===== config.mk =====
export PLATFORM = sky130hd
export DESIGN_NAME = touch_report_event_decoder_core
export DESIGN_NICKNAME = d
export VERILOG_FILES = /design/src/design/trd_pkg.sv /design/src/design/touch_report_event_decoder_core.sv /design/src/design/trd_decode.sv /design/src/design/trd_serial.sv
export SDC_FILE = /design/constraint.sdc
export NUM_CORES = 1
export LEC_CHECK = 0
export BUFFER_PORTS_ARGS = -buffer_cell sky130_fd_sc_hd__buf_2
export CORE_MARGIN = 10
export CORE_UTILIZATION = 45
export CTS_BUF_LIST = sky130_fd_sc_hd__clkbuf_4 sky130_fd_sc_hd__clkbuf_8
export DETAILED_ROUTE_END_ITERATION = 6
export PLACE_DENSITY = 0.68
export SLEW_MARGIN = 20
export SYNTH_ARGS = -nofsm -noshare
export SYNTH_HDL_FRONTEND = slang
export SYNTH_SLANG_ARGS = --single-unit

===== constraint.sdc =====
create_clock -name clk -period 7.7 [get_ports clk]
set_input_delay 1.54 -clock clk [delete_from_list [all_inputs] [get_ports clk]]
set_output_delay 1.54 -clock clk [all_outputs]
set_load 0.01 [all_outputs]

===== src/design/trd_pkg.sv =====
// Shared types and constants for the touch report event decoder.
// Stands alone: every other design file refers to it by scoped names.
package trd_pkg;

    // Finger slots that keep an active bit and a last position
    localparam int TRACKED_FINGERS = 5;
    localparam int FIDX_W = (TRACKED_FINGERS > 1) ? $clog2(TRACKED_FINGERS) : 1;

    // Largest slot count the controller can report
    localparam logic [4:0] MAX_POINTS_LIMIT = 5'd16;
    localparam logic [4:0] MAX_POINTS_RESET = 5'd5;
    localparam logic [7:0] FIRST_ID_RESET   = 8'h00;
    // Touch reports start two ids above the first instance id
    localparam logic [9:0] TOUCH_ID_OFFSET  = 10'd2;

    // Event codes in the low nibble of the status byte
    localparam logic [3:0] EV_NONE = 4'h0;
    localparam logic [3:0] EV_MOVE = 4'h1;
    localparam logic [3:0] EV_DOWN = 4'h4;
    localparam logic [3:0] EV_UP   = 4'h5;

    // Result kinds
    localparam logic [2:0] KIND_REL_X = 3'd0;
    localparam logic [2:0] KIND_REL_Y = 3'd1;
    localparam logic [2:0] KIND_SLOT  = 3'd2;
    localparam logic [2:0] KIND_ABS_X = 3'd3;
    localparam logic [2:0] KIND_ABS_Y = 3'd4;
    localparam logic [2:0] KIND_KEY   = 3'd5;

    // Input mode
    localparam logic MODE_TOUCH = 1'b0;
    localparam logic MODE_FLUSH = 1'b1;

    // Register address decode (word index from paddr bit 2)
    localparam logic REG_FIRST_ID   = 1'b0;
    localparam logic REG_MAX_POINTS = 1'b1;

    // Result positions within one item's list, in output order
    localparam int POS_REL_X   = 0;
    localparam int POS_REL_Y   = 1;
    localparam int POS_KEY_SYN = 2;
    localparam int POS_SLOT    = 3;
    localparam int POS_ABS_X   = 4;
    localparam int POS_ABS_Y   = 5;
    localparam int POS_KEY     = 6;
    localparam int NUM_POS     = 7;

    typedef struct packed {
        logic        mode;
        logic [7:0]  msg_id;
        logic [7:0]  status_byte;
        logic [15:0] pos_x;
        logic [15:0] pos_y;
    } trd_item_t;

    // Result list of one item: presence mask and the values behind it
    typedef struct packed {
        logic [NUM_POS-1:0] mask;
        logic [15:0]        rel_x;
        logic [15:0]        rel_y;
        logic               flush_key;
        logic [3:0]         slot;
        logic [15:0]        abs_x;
        logic [15:0]        abs_y;
        logic               key;
    } trd_events_t;

endpackage


===== src/design/touch_report_event_decoder_core.sv =====
// Top level of the touch report event decoder: input register, register port,
// decoder and result serialiser. Depends on trd_pkg, trd_decode and trd_serial.
//
//  channel   | direction | handshake                 | contents
//  ----------+-----------+---------------------------+-------------------------------------
//  s_axis    | in        | tvalid / tready           | one touch message or batch flush
//  m_axis    | out       | tvalid / tready, tlast    | one input event per transfer
//  apb       | in        | psel, penable, pready     | first id (0x0), max_points (0x4)
//
// A message request waits in the input register, is decoded in the cycle it moves into
// the result list, and then its results leave at one per cycle while m_axis_tready is
// high. An item yields at most seven results, and the serialiser is what sets the
// sustained rate. The next message is taken while the final result of the previous one
// is still waiting, and is decoded as that result is taken. Reset clears the finger
// tracking, the batch state, both registers to their defaults and all valid flags.
// Back-pressure on the output holds the current result steady and, once the input
// register is full, lowers s_axis_tready.
module touch_report_event_decoder_core
(
    input  logic        clk,
    input  logic        rst_n,

    input  logic        s_axis_tvalid,
    output logic        s_axis_tready,
    input  logic [47:0] s_axis_tdata,   // [7:0] msg_id, [15:8] status_byte,
                                        // [31:16] pos_x, [47:32] pos_y
    input  logic [0:0]  s_axis_tuser,   // [0] mode

    output logic        m_axis_tvalid,
    input  logic        m_axis_tready,
    output logic [23:0] m_axis_tdata,   // [16:0] event_value, [23:17] zero
    output logic [3:0]  m_axis_tuser,   // [2:0] event_kind, [3] sync
    output logic        m_axis_tlast,

    input  logic        psel,
    input  logic        penable,
    input  logic        pwrite,
    input  logic [2:0]  paddr,
    input  logic [31:0] pwdata,
    output logic [31:0] prdata,
    output logic        pready
);

    // Configuration registers. Only address bit 2 selects the register.
    logic [7:0]           first_id_reg;
    logic [4:0]           max_points_reg;
    logic                 cfg_write;

    // Input register holding one accepted request
    trd_pkg::trd_item_t   item_reg;
    logic                 item_valid_reg;
    logic                 item_valid_next;

    trd_pkg::trd_events_t evt;
    logic                 can_load;
    logic                 load;
    logic                 accept;

    assign pready    = 1'b1;
    assign cfg_write = psel && penable && pwrite && pready;
    assign prdata    = (paddr[2] == trd_pkg::REG_MAX_POINTS) ? {27'h0, max_points_reg}
                                                             : {24'h0, first_id_reg};

    always_ff @(posedge clk or negedge rst_n)
    begin
        if (!rst_n)
        begin
            first_id_reg   <= trd_pkg::FIRST_ID_RESET;
            max_points_reg <= trd_pkg::MAX_POINTS_RESET;
        end
        else if (cfg_write)
        begin
            if (paddr[2] == trd_pkg::REG_FIRST_ID)
                first_id_reg <= pwdata[7:0];
            else
                max_points_reg <= pwdata[4:0];
        end
    end

    // The held request moves on into the decoder whenever the result list has room,
    // so the input register frees up in that same cycle.
    assign load          = item_valid_reg && can_load;
    assign s_axis_tready = !item_valid_reg || load;
    assign accept        = s_axis_tvalid && s_axis_tready;

    always_comb
    begin
        item_valid_next = item_valid_reg;
        if (accept)
            item_valid_next = 1'b1;
        else if (load)
            item_valid_next = 1'b0;
    end

    always_ff @(posedge clk or negedge rst_n)
    begin
        if (!rst_n)
            item_valid_reg <= 1'b0;
        else
            item_valid_reg <= item_valid_next;
    end

    always_ff @(posedge clk)
    begin
        if (accept)
        begin
            item_reg.mode        <= s_axis_tuser[0];
            item_reg.msg_id      <= s_axis_tdata[7:0];
            item_reg.status_byte <= s_axis_tdata[15:8];
            item_reg.pos_x       <= s_axis_tdata[31:16];
            item_reg.pos_y       <= s_axis_tdata[47:32];
        end
    end

    trd_decode u_decode
    (
        .clk        (clk),
        .rst_n      (rst_n),
        .load       (load),
        .item       (item_reg),
        .first_id   (first_id_reg),
        .max_points (max_points_reg),
        .evt        (evt)
    );

    trd_serial u_serial
    (
        .clk           (clk),
        .rst_n         (rst_n),
        .load          (load),
        .evt           (evt),
        .can_load      (can_load),
        .m_axis_tvalid (m_axis_tvalid),
        .m_axis_tready (m_axis_tready),
        .m_axis_tdata  (m_axis_tdata),
        .m_axis_tuser  (m_axis_tuser),
        .m_axis_tlast  (m_axis_tlast)
    );

    // Relative deltas always come as a pair.
    assert property (@(posedge clk) disable iff (!rst_n)
        load |-> (evt.mask[trd_pkg::POS_REL_X] == evt.mask[trd_pkg::POS_REL_Y]))
        else $error("relative X and Y deltas not paired");

    // A batch flush yields at most the single synchronising touch key.
    assert property (@(posedge clk) disable iff (!rst_n)
        (load && (item_reg.mode == trd_pkg::MODE_FLUSH)) |=>
        ((m_axis_tvalid == 1'b0) || (m_axis_tlast && m_axis_tuser[3] &&
                                     (m_axis_tuser[2:0] == trd_pkg::KIND_KEY))))
        else $error("flush produced something other than one synced key");

    // A new list is only taken in once the previous one has been fully sent.
    assert property (@(posedge clk) disable iff (!rst_n)
        (load && m_axis_tvalid) |-> (m_axis_tready && m_axis_tlast))
        else $error("result list overwritten before its last entry left");

    // A request waiting in the input register is not overwritten.
    assert property (@(posedge clk) disable iff (!rst_n)
        (item_valid_reg && !load) |-> !s_axis_tready)
        else $error("input register accepted while still occupied");

endmodule


===== src/design/trd_decode.sv =====
// Decodes one touch message against the finger tracking state and builds its result list.
// Depends on trd_pkg; holds the per-finger state and the batch state.
module trd_decode
(
    input  logic                 clk,
    input  logic                 rst_n,
    input  logic                 load,
    input  trd_pkg::trd_item_t   item,
    input  logic [7:0]           first_id,
    input  logic [4:0]           max_points,
    output trd_pkg::trd_events_t evt
);

    logic                      active_reg [trd_pkg::TRACKED_FINGERS];
    logic [15:0]               prev_x_reg [trd_pkg::TRACKED_FINGERS];
    logic [15:0]               prev_y_reg [trd_pkg::TRACKED_FINGERS];
    logic [15:0]               pending_reg;
    logic [15:0]               pending_next;
    logic                      last_touch_reg;
    logic                      last_touch_next;

    logic [4:0]                pts;
    logic [9:0]                lo;
    logic [9:0]                hi;
    logic [9:0]                rid;
    logic [9:0]                diff;
    logic                      in_range;
    logic [3:0]                idx;
    logic                      tracked;
    logic [trd_pkg::FIDX_W-1:0] fi;
    logic [3:0]                ev;
    logic                      known;
    logic                      move_hit;
    logic [15:0]               dx;
    logic [15:0]               dy;
    logic                      moved;
    logic                      touching;

    always_comb
    begin
        pts      = (max_points > trd_pkg::MAX_POINTS_LIMIT) ? trd_pkg::MAX_POINTS_LIMIT
                                                            : max_points;
        lo       = {2'b00, first_id} + trd_pkg::TOUCH_ID_OFFSET;
        hi       = lo + {5'b00000, pts};
        rid      = {2'b00, item.msg_id};
        in_range = (rid >= lo) && (rid < hi);
        diff     = rid - lo;
        idx      = diff[3:0];
        tracked  = ({1'b0, idx} < 5'(trd_pkg::TRACKED_FINGERS));
        fi       = tracked ? idx[trd_pkg::FIDX_W-1:0] : '0;
        ev       = item.status_byte[3:0];
        known    = (ev == trd_pkg::EV_NONE) || (ev == trd_pkg::EV_MOVE) ||
                   (ev == trd_pkg::EV_DOWN) || (ev == trd_pkg::EV_UP);
        move_hit = tracked && (ev == trd_pkg::EV_MOVE) && active_reg[fi];
        dx       = item.pos_x - prev_x_reg[fi];
        dy       = item.pos_y - prev_y_reg[fi];
        moved    = (dx != 16'h0000) || (dy != 16'h0000);
        touching = (ev != trd_pkg::EV_UP);

        evt           = '0;
        evt.rel_x     = dx;
        evt.rel_y     = dy;
        evt.flush_key = last_touch_reg;
        evt.slot      = idx;
        evt.abs_x     = item.pos_x;
        evt.abs_y     = item.pos_y;
        evt.key       = touching;

        pending_next    = pending_reg;
        last_touch_next = last_touch_reg;

        if (item.mode == trd_pkg::MODE_FLUSH)
        begin
            evt.mask[trd_pkg::POS_KEY_SYN] = (pending_reg != 16'h0000);
            pending_next    = 16'h0000;
            last_touch_next = 1'b0;
        end
        else if (in_range)
        begin
            evt.mask[trd_pkg::POS_REL_X] = move_hit && moved;
            evt.mask[trd_pkg::POS_REL_Y] = move_hit && moved;
            if (known)
            begin
                // A finger seen twice in one batch closes the previous frame first
                evt.mask[trd_pkg::POS_KEY_SYN] = pending_reg[idx];
                evt.mask[trd_pkg::POS_SLOT]    = 1'b1;
                evt.mask[trd_pkg::POS_ABS_X]   = 1'b1;
                evt.mask[trd_pkg::POS_ABS_Y]   = 1'b1;
                evt.mask[trd_pkg::POS_KEY]     = 1'b1;
                pending_next    = (pending_reg[idx] ? 16'h0000 : pending_reg) |
                                  (16'h0001 << idx);
                last_touch_next = touching;
            end
        end
    end

    always_ff @(posedge clk or negedge rst_n)
    begin
        if (!rst_n)
        begin
            pending_reg    <= 16'h0000;
            last_touch_reg <= 1'b0;
            for (int i = 0; i < trd_pkg::TRACKED_FINGERS; i++)
            begin
                active_reg[i] <= 1'b0;
                prev_x_reg[i] <= 16'h0000;
                prev_y_reg[i] <= 16'h0000;
            end
        end
        else if (load)
        begin
            pending_reg    <= pending_next;
            last_touch_reg <= last_touch_next;
            if ((item.mode == trd_pkg::MODE_TOUCH) && in_range && tracked)
            begin
                if (ev == trd_pkg::EV_DOWN)
                begin
                    active_reg[fi] <= 1'b1;
                    prev_x_reg[fi] <= item.pos_x;
                    prev_y_reg[fi] <= item.pos_y;
                end
                else if (move_hit)
                begin
                    prev_x_reg[fi] <= item.pos_x;
                    prev_y_reg[fi] <= item.pos_y;
                end
                else if (ev == trd_pkg::EV_UP)
                begin
                    active_reg[fi] <= 1'b0;
                end
            end
        end
    end

endmodule


===== src/design/trd_serial.sv =====
// Holds one item's result list and sends its entries out one per cycle while m_axis_tready is high.
// Depends on trd_pkg for the result list type and the kind codes.
module trd_serial
(
    input  logic                 clk,
    input  logic                 rst_n,
    input  logic                 load,
    input  trd_pkg::trd_events_t evt,
    output logic                 can_load,
    output logic                 m_axis_tvalid,
    input  logic                 m_axis_tready,
    output logic [23:0]          m_axis_tdata,   // [16:0] event_value, [23:17] zero
    output logic [3:0]           m_axis_tuser,   // [2:0] event_kind, [3] sync
    output logic                 m_axis_tlast
);

    trd_pkg::trd_events_t              evt_reg;
    logic [trd_pkg::NUM_POS-1:0]       mask_reg;
    logic [trd_pkg::NUM_POS-1:0]       mask_next;
    logic [trd_pkg::NUM_POS-1:0]       cur;
    logic [trd_pkg::NUM_POS-1:0]       rest;
    logic [16:0]                       value;
    logic [2:0]                        kind;
    logic                              sync;
    logic                              take;

    always_comb
    begin
        // Lowest pending entry goes first
        cur  = mask_reg & (~mask_reg + 7'd1);
        rest = mask_reg & ~cur;
        take = m_axis_tvalid && m_axis_tready;

        value = 17'd0;
        kind  = trd_pkg::KIND_KEY;
        sync  = 1'b0;
        case (cur)
            7'b0000001:
            begin
                value = {evt_reg.rel_x[15], evt_reg.rel_x};
                kind  = trd_pkg::KIND_REL_X;
            end
            7'b0000010:
            begin
                value = {evt_reg.rel_y[15], evt_reg.rel_y};
                kind  = trd_pkg::KIND_REL_Y;
                sync  = 1'b1;
            end
            7'b0000100:
            begin
                value = {16'h0000, evt_reg.flush_key};
                kind  = trd_pkg::KIND_KEY;
                sync  = 1'b1;
            end
            7'b0001000:
            begin
                value = {13'h0000, evt_reg.slot};
                kind  = trd_pkg::KIND_SLOT;
            end
            7'b0010000:
            begin
                value = {1'b0, evt_reg.abs_x};
                kind  = trd_pkg::KIND_ABS_X;
            end
            7'b0100000:
            begin
                value = {1'b0, evt_reg.abs_y};
                kind  = trd_pkg::KIND_ABS_Y;
            end
            7'b1000000:
            begin
                value = {16'h0000, evt_reg.key};
                kind  = trd_pkg::KIND_KEY;
            end
            default:
            begin
                value = 17'd0;
                kind  = trd_pkg::KIND_KEY;
            end
        endcase

        m_axis_tvalid = (mask_reg != '0);
        m_axis_tdata  = {7'h00, value};
        m_axis_tuser  = {sync, kind};
        m_axis_tlast  = (rest == '0);

        // Room for a new list once the old one is empty or its final entry leaves
        can_load = (mask_reg == '0) || (take && (rest == '0));

        mask_next = mask_reg;
        if (load)
            mask_next = evt.mask;
        else if (take)
            mask_next = rest;
    end

    always_ff @(posedge clk or negedge rst_n)
    begin
        if (!rst_n)
            mask_reg <= '0;
        else
            mask_reg <= mask_next;
    end

    always_ff @(posedge clk)
    begin
        if (load)
            evt_reg <= evt;
    end

endmodule

==> summary.txt <==
Clock network
  • Clk Tree Root Cell: clkbuf_8
  • Sink Count: 318
  • CTS buffer count: 53
  • Worst-path clk slew: 0.06 ns
  • H-tree levels: 2
  • TritonCTS clock tree: done
  • Post-CTS setup buffers: 0
  • Clk buf depth: 3
  • Post-cts gate resize count: 0
  • Clk Latency, worst-skew pair: 0.60 ns
  • Count of hold buffers inserted by post-cts repair: 0

Setup path
  • Cell repeated most along the worst path: ha_1
  • Crit path arrival time: 7.30 ns
  • Worst Setup Start Kind: register
  • Crit-path max cell delay: 0.59 ns
  • Worst-path cell chain: ha_1, xor2_1, inv_1, ha_1, or3b_1, o41a_1, and2_1, nor2_1, nand2_1, nand2_1, o22ai_1, a21oi_1, ha_1, inv_1, fa_1, a211oi_1, o21ai_0, o21ai_0, xnor2_1, nor4b_1, nand4_1, nor4bb_1, a22oi_1
  • Crit path max fanout: 11
  • Worst setup EP type: register
  • Critical path's slowest cell: o21ai_0
  • Worst setup path category: reg2reg
  • CP Data Required Time: roughly 8.2 ns

Drt
  • Residual DRC: 0
  • First-pass iteration count of the detailed router: 6
  • WL/cell: 21.35 µm
  • 1st-iter DRT viols: around 800
  • Final ANT Viol Nets: 0
  • Routed via count: 11,180
  • Vias/cell: between 5 and 6
  • Final WL: approximately 41,000 µm

Placement
  • Pre-CTS WS: 1.047 ns
  • GP Congestion: 0.8858
  • I/O Buffers: 92
  • Placed cells: between 1,500 and 2,000
  • Detailed Place HPWL: 28,140 µm
  • Area after DPL: 0.01717 mm²

Pwr
  • Power Density: about 350 mW/mm²
  • Worst vdd ir: about 0.17 mV
  • LEAKAGE: about 8 nW

GRT
  • Global Route Usage Sum: 0.1837
  • Initial antenna violation count: 0
  • Vias in the first global route: ~12,000
  • Largest net degree at the start of global routing: 123
  • Grt total ovfl: 0
  • First-pass GRT wire length: ~65,000 µm

Timing
  • RSZ-0062 raised after global routing: false
  • Setup WS post-layout: roughly 0.85 ns
  • Tcrit/Tclk final: 0.8899
  • Worst Max-Slew Pin Slew: 1.078 ns
  • Max-slew headroom: 0.2812
  • Setup TNS: 0 ns
  • Final Hold Viols: 0
  • Peak Freq: 0.1459 GHz
  • Clk_skew: a little over 0.03 ns
  • Fin crit period: 6.852 ns
  • Setup violations, final: 0
  • Fin. max-slew vios: 0

Yosys
  • Seq/Total Area, Yosys: 0.5184
  • Post-synth EDFFs: 115
  • Synthesized area per cell: approximately 12 µm²
  • Synth unique cells: 88
  • Netlist Area Pre-Place: 0.01647 mm²
  • Synth async-reset ratio: 0.6384
  • Mapped Cells: ~1,300
  • Post-synth top flop: dfrtp_1
  • #FFs+latches synth: around 320
  • Synth warn: 0

Floorplanning
  • FP Rows: 70
  • Initial core utilization: 0.4530
  • Die height: 211.3 µm
  • Total die area: roughly 0.045 mm²
  • Die Span X: 211.3 µm
  • Core Footprint: between 0.03 and 0.04 mm²
  • Top Ports: 155

Cells and area
  • Total Nets Final: 1,571
  • Area delta synth->final: 11.29%
  • Non-Filler Instances: 1,932
  • Share of layout cells above drive strength 1: 0.2732
  • Ant diodes: 0
  • Design area: 0.01833 mm²
  • Final Util: 0.5042
  • FILL cells: 3,189

Status
  • Status: finished clean

Run
  • MaxCap Viol Count: 0

Min path
  • Hold Path Class: reg2reg
cell type report:
class	count	area, µm²	area share
inverter	32	120.1	0.006555
timing repair buffer	114	666.9	0.03639
tap	468	585.6	0.03195
clock buffer	78	954.7	0.05210
sequential	318	8536	0.4658
multi-input combinational	908	7293	0.3980
clock inverter	14	168.9	0.009218
report_power, final:
group          internal (mW)  switching (mW)  total, mW  leakage, nW
combinational          0.923            1.60       2.53         3.58
clock                  0.923           0.663       1.59        0.596
sequential              2.16           0.183       2.34         3.89
per-layer routing:
metal / GRT usage / vias up / share of wire
li1: - / 5137 / -
met1: 0.2492 / 5646 / 0.47
met2: 0.2878 / 336 / 0.45
met3: 0.03516 / 62 / 0.055
met4: 0.06494 / 0 / 0.027
met5: 0 / - / 0
cell families after synthesis:
family | Yosys count | share of synthesized area
compound gates | 261 | 0.1124
xor+xnor | 31 | 0.01824
fa+ha+maj | 56 | 0.04392
buf+inv | 131 | 0.04658
flops | 318 | 0.5184
mux | 233 | 0.1653
other cells | 2 | 0.0004561
simple gates | 295 | 0.09476
stage by stage:
step	total power, mW	hold slack [ns]
2_1_floorplan	4.074	0.4462
3_3_place_gp	4.796	0.4609
3_5_place_dp	4.858	0.4697
4_1_cts	6.459	0.4843
5_1_grt	6.817	0.5123
6_report	6.453	0.4821
critical path: cells and delay by family, from the launching register on:
| kind | cells | cell delay (ns) |
|---|---|---|
| xor gates and xnor gates | 2 | 0.46 |
| and+or+nand+nor | 8 | 2.63 |
| adders and majority gates | 4 | 1.23 |
| AOI/OAI and AO/OA | 7 | 1.78 |
| buffers and inverters | 2 | 0.14 |
| DFF | 1 | 0.48 |
final timing paths:
check                      cells past startpoint                               start  slack, ns                                  end
max                                           23         first_id_reg[1]$_DFFE_PN0P_       0.85     u_serial.mask_reg[1]$_DFFE_PN0P_
min                                            1  u_decode.prev_y_reg[1]$_DFFE_PN0P_       0.48   u_decode.prev_y_reg[1]$_DFFE_PN0P_
max reg2reg                                   23         first_id_reg[1]$_DFFE_PN0P_       0.85     u_serial.mask_reg[1]$_DFFE_PN0P_
min reg2reg                                    1  u_decode.prev_y_reg[1]$_DFFE_PN0P_       0.48   u_decode.prev_y_reg[1]$_DFFE_PN0P_
max in group asynchronous                      3                               rst_n       5.42  u_decode.prev_x_reg[68]$_DFFE_PN0P_
min in group asynchronous                      1                               rst_n       0.88          first_id_reg[5]$_DFFE_PN0P_
cells in the final DEF (no fill, tap or decap), drive strengths merged, types with 40 or more instances in the layout:
master    n
edfxtp  115
dfrtp   201
nor2     40
mux2i    48
nand2   105
a21oi    40
ha       49
mux2    181
o21ai    51
clkbuf   79
buf     113
Yosys cell counts, drive strengths merged, types with 15 or more instances:
cell / count / area (µm²)
dfrtp: 201 / 5030
mux2: 181 / 2151
edfxtp: 115 / 3453
nand2: 105 / 394.1
buf: 59 / 496.7
o21ai: 51 / 259.0
ha: 49 / 613.1
mux2i: 48 / 480.5
a21oi: 40 / 204.0
clkbuf: 40 / 150.1
nor2: 40 / 150.1
inv: 32 / 120.1
nand3: 29 / 145.1
o22ai: 26 / 168.9
nor2b: 17 / 106.4
nor3: 17 / 85.08
xnor2: 16 / 140.1
and2: 15 / 93.84
No activity file was read; power rests on OpenSTA's default activity.
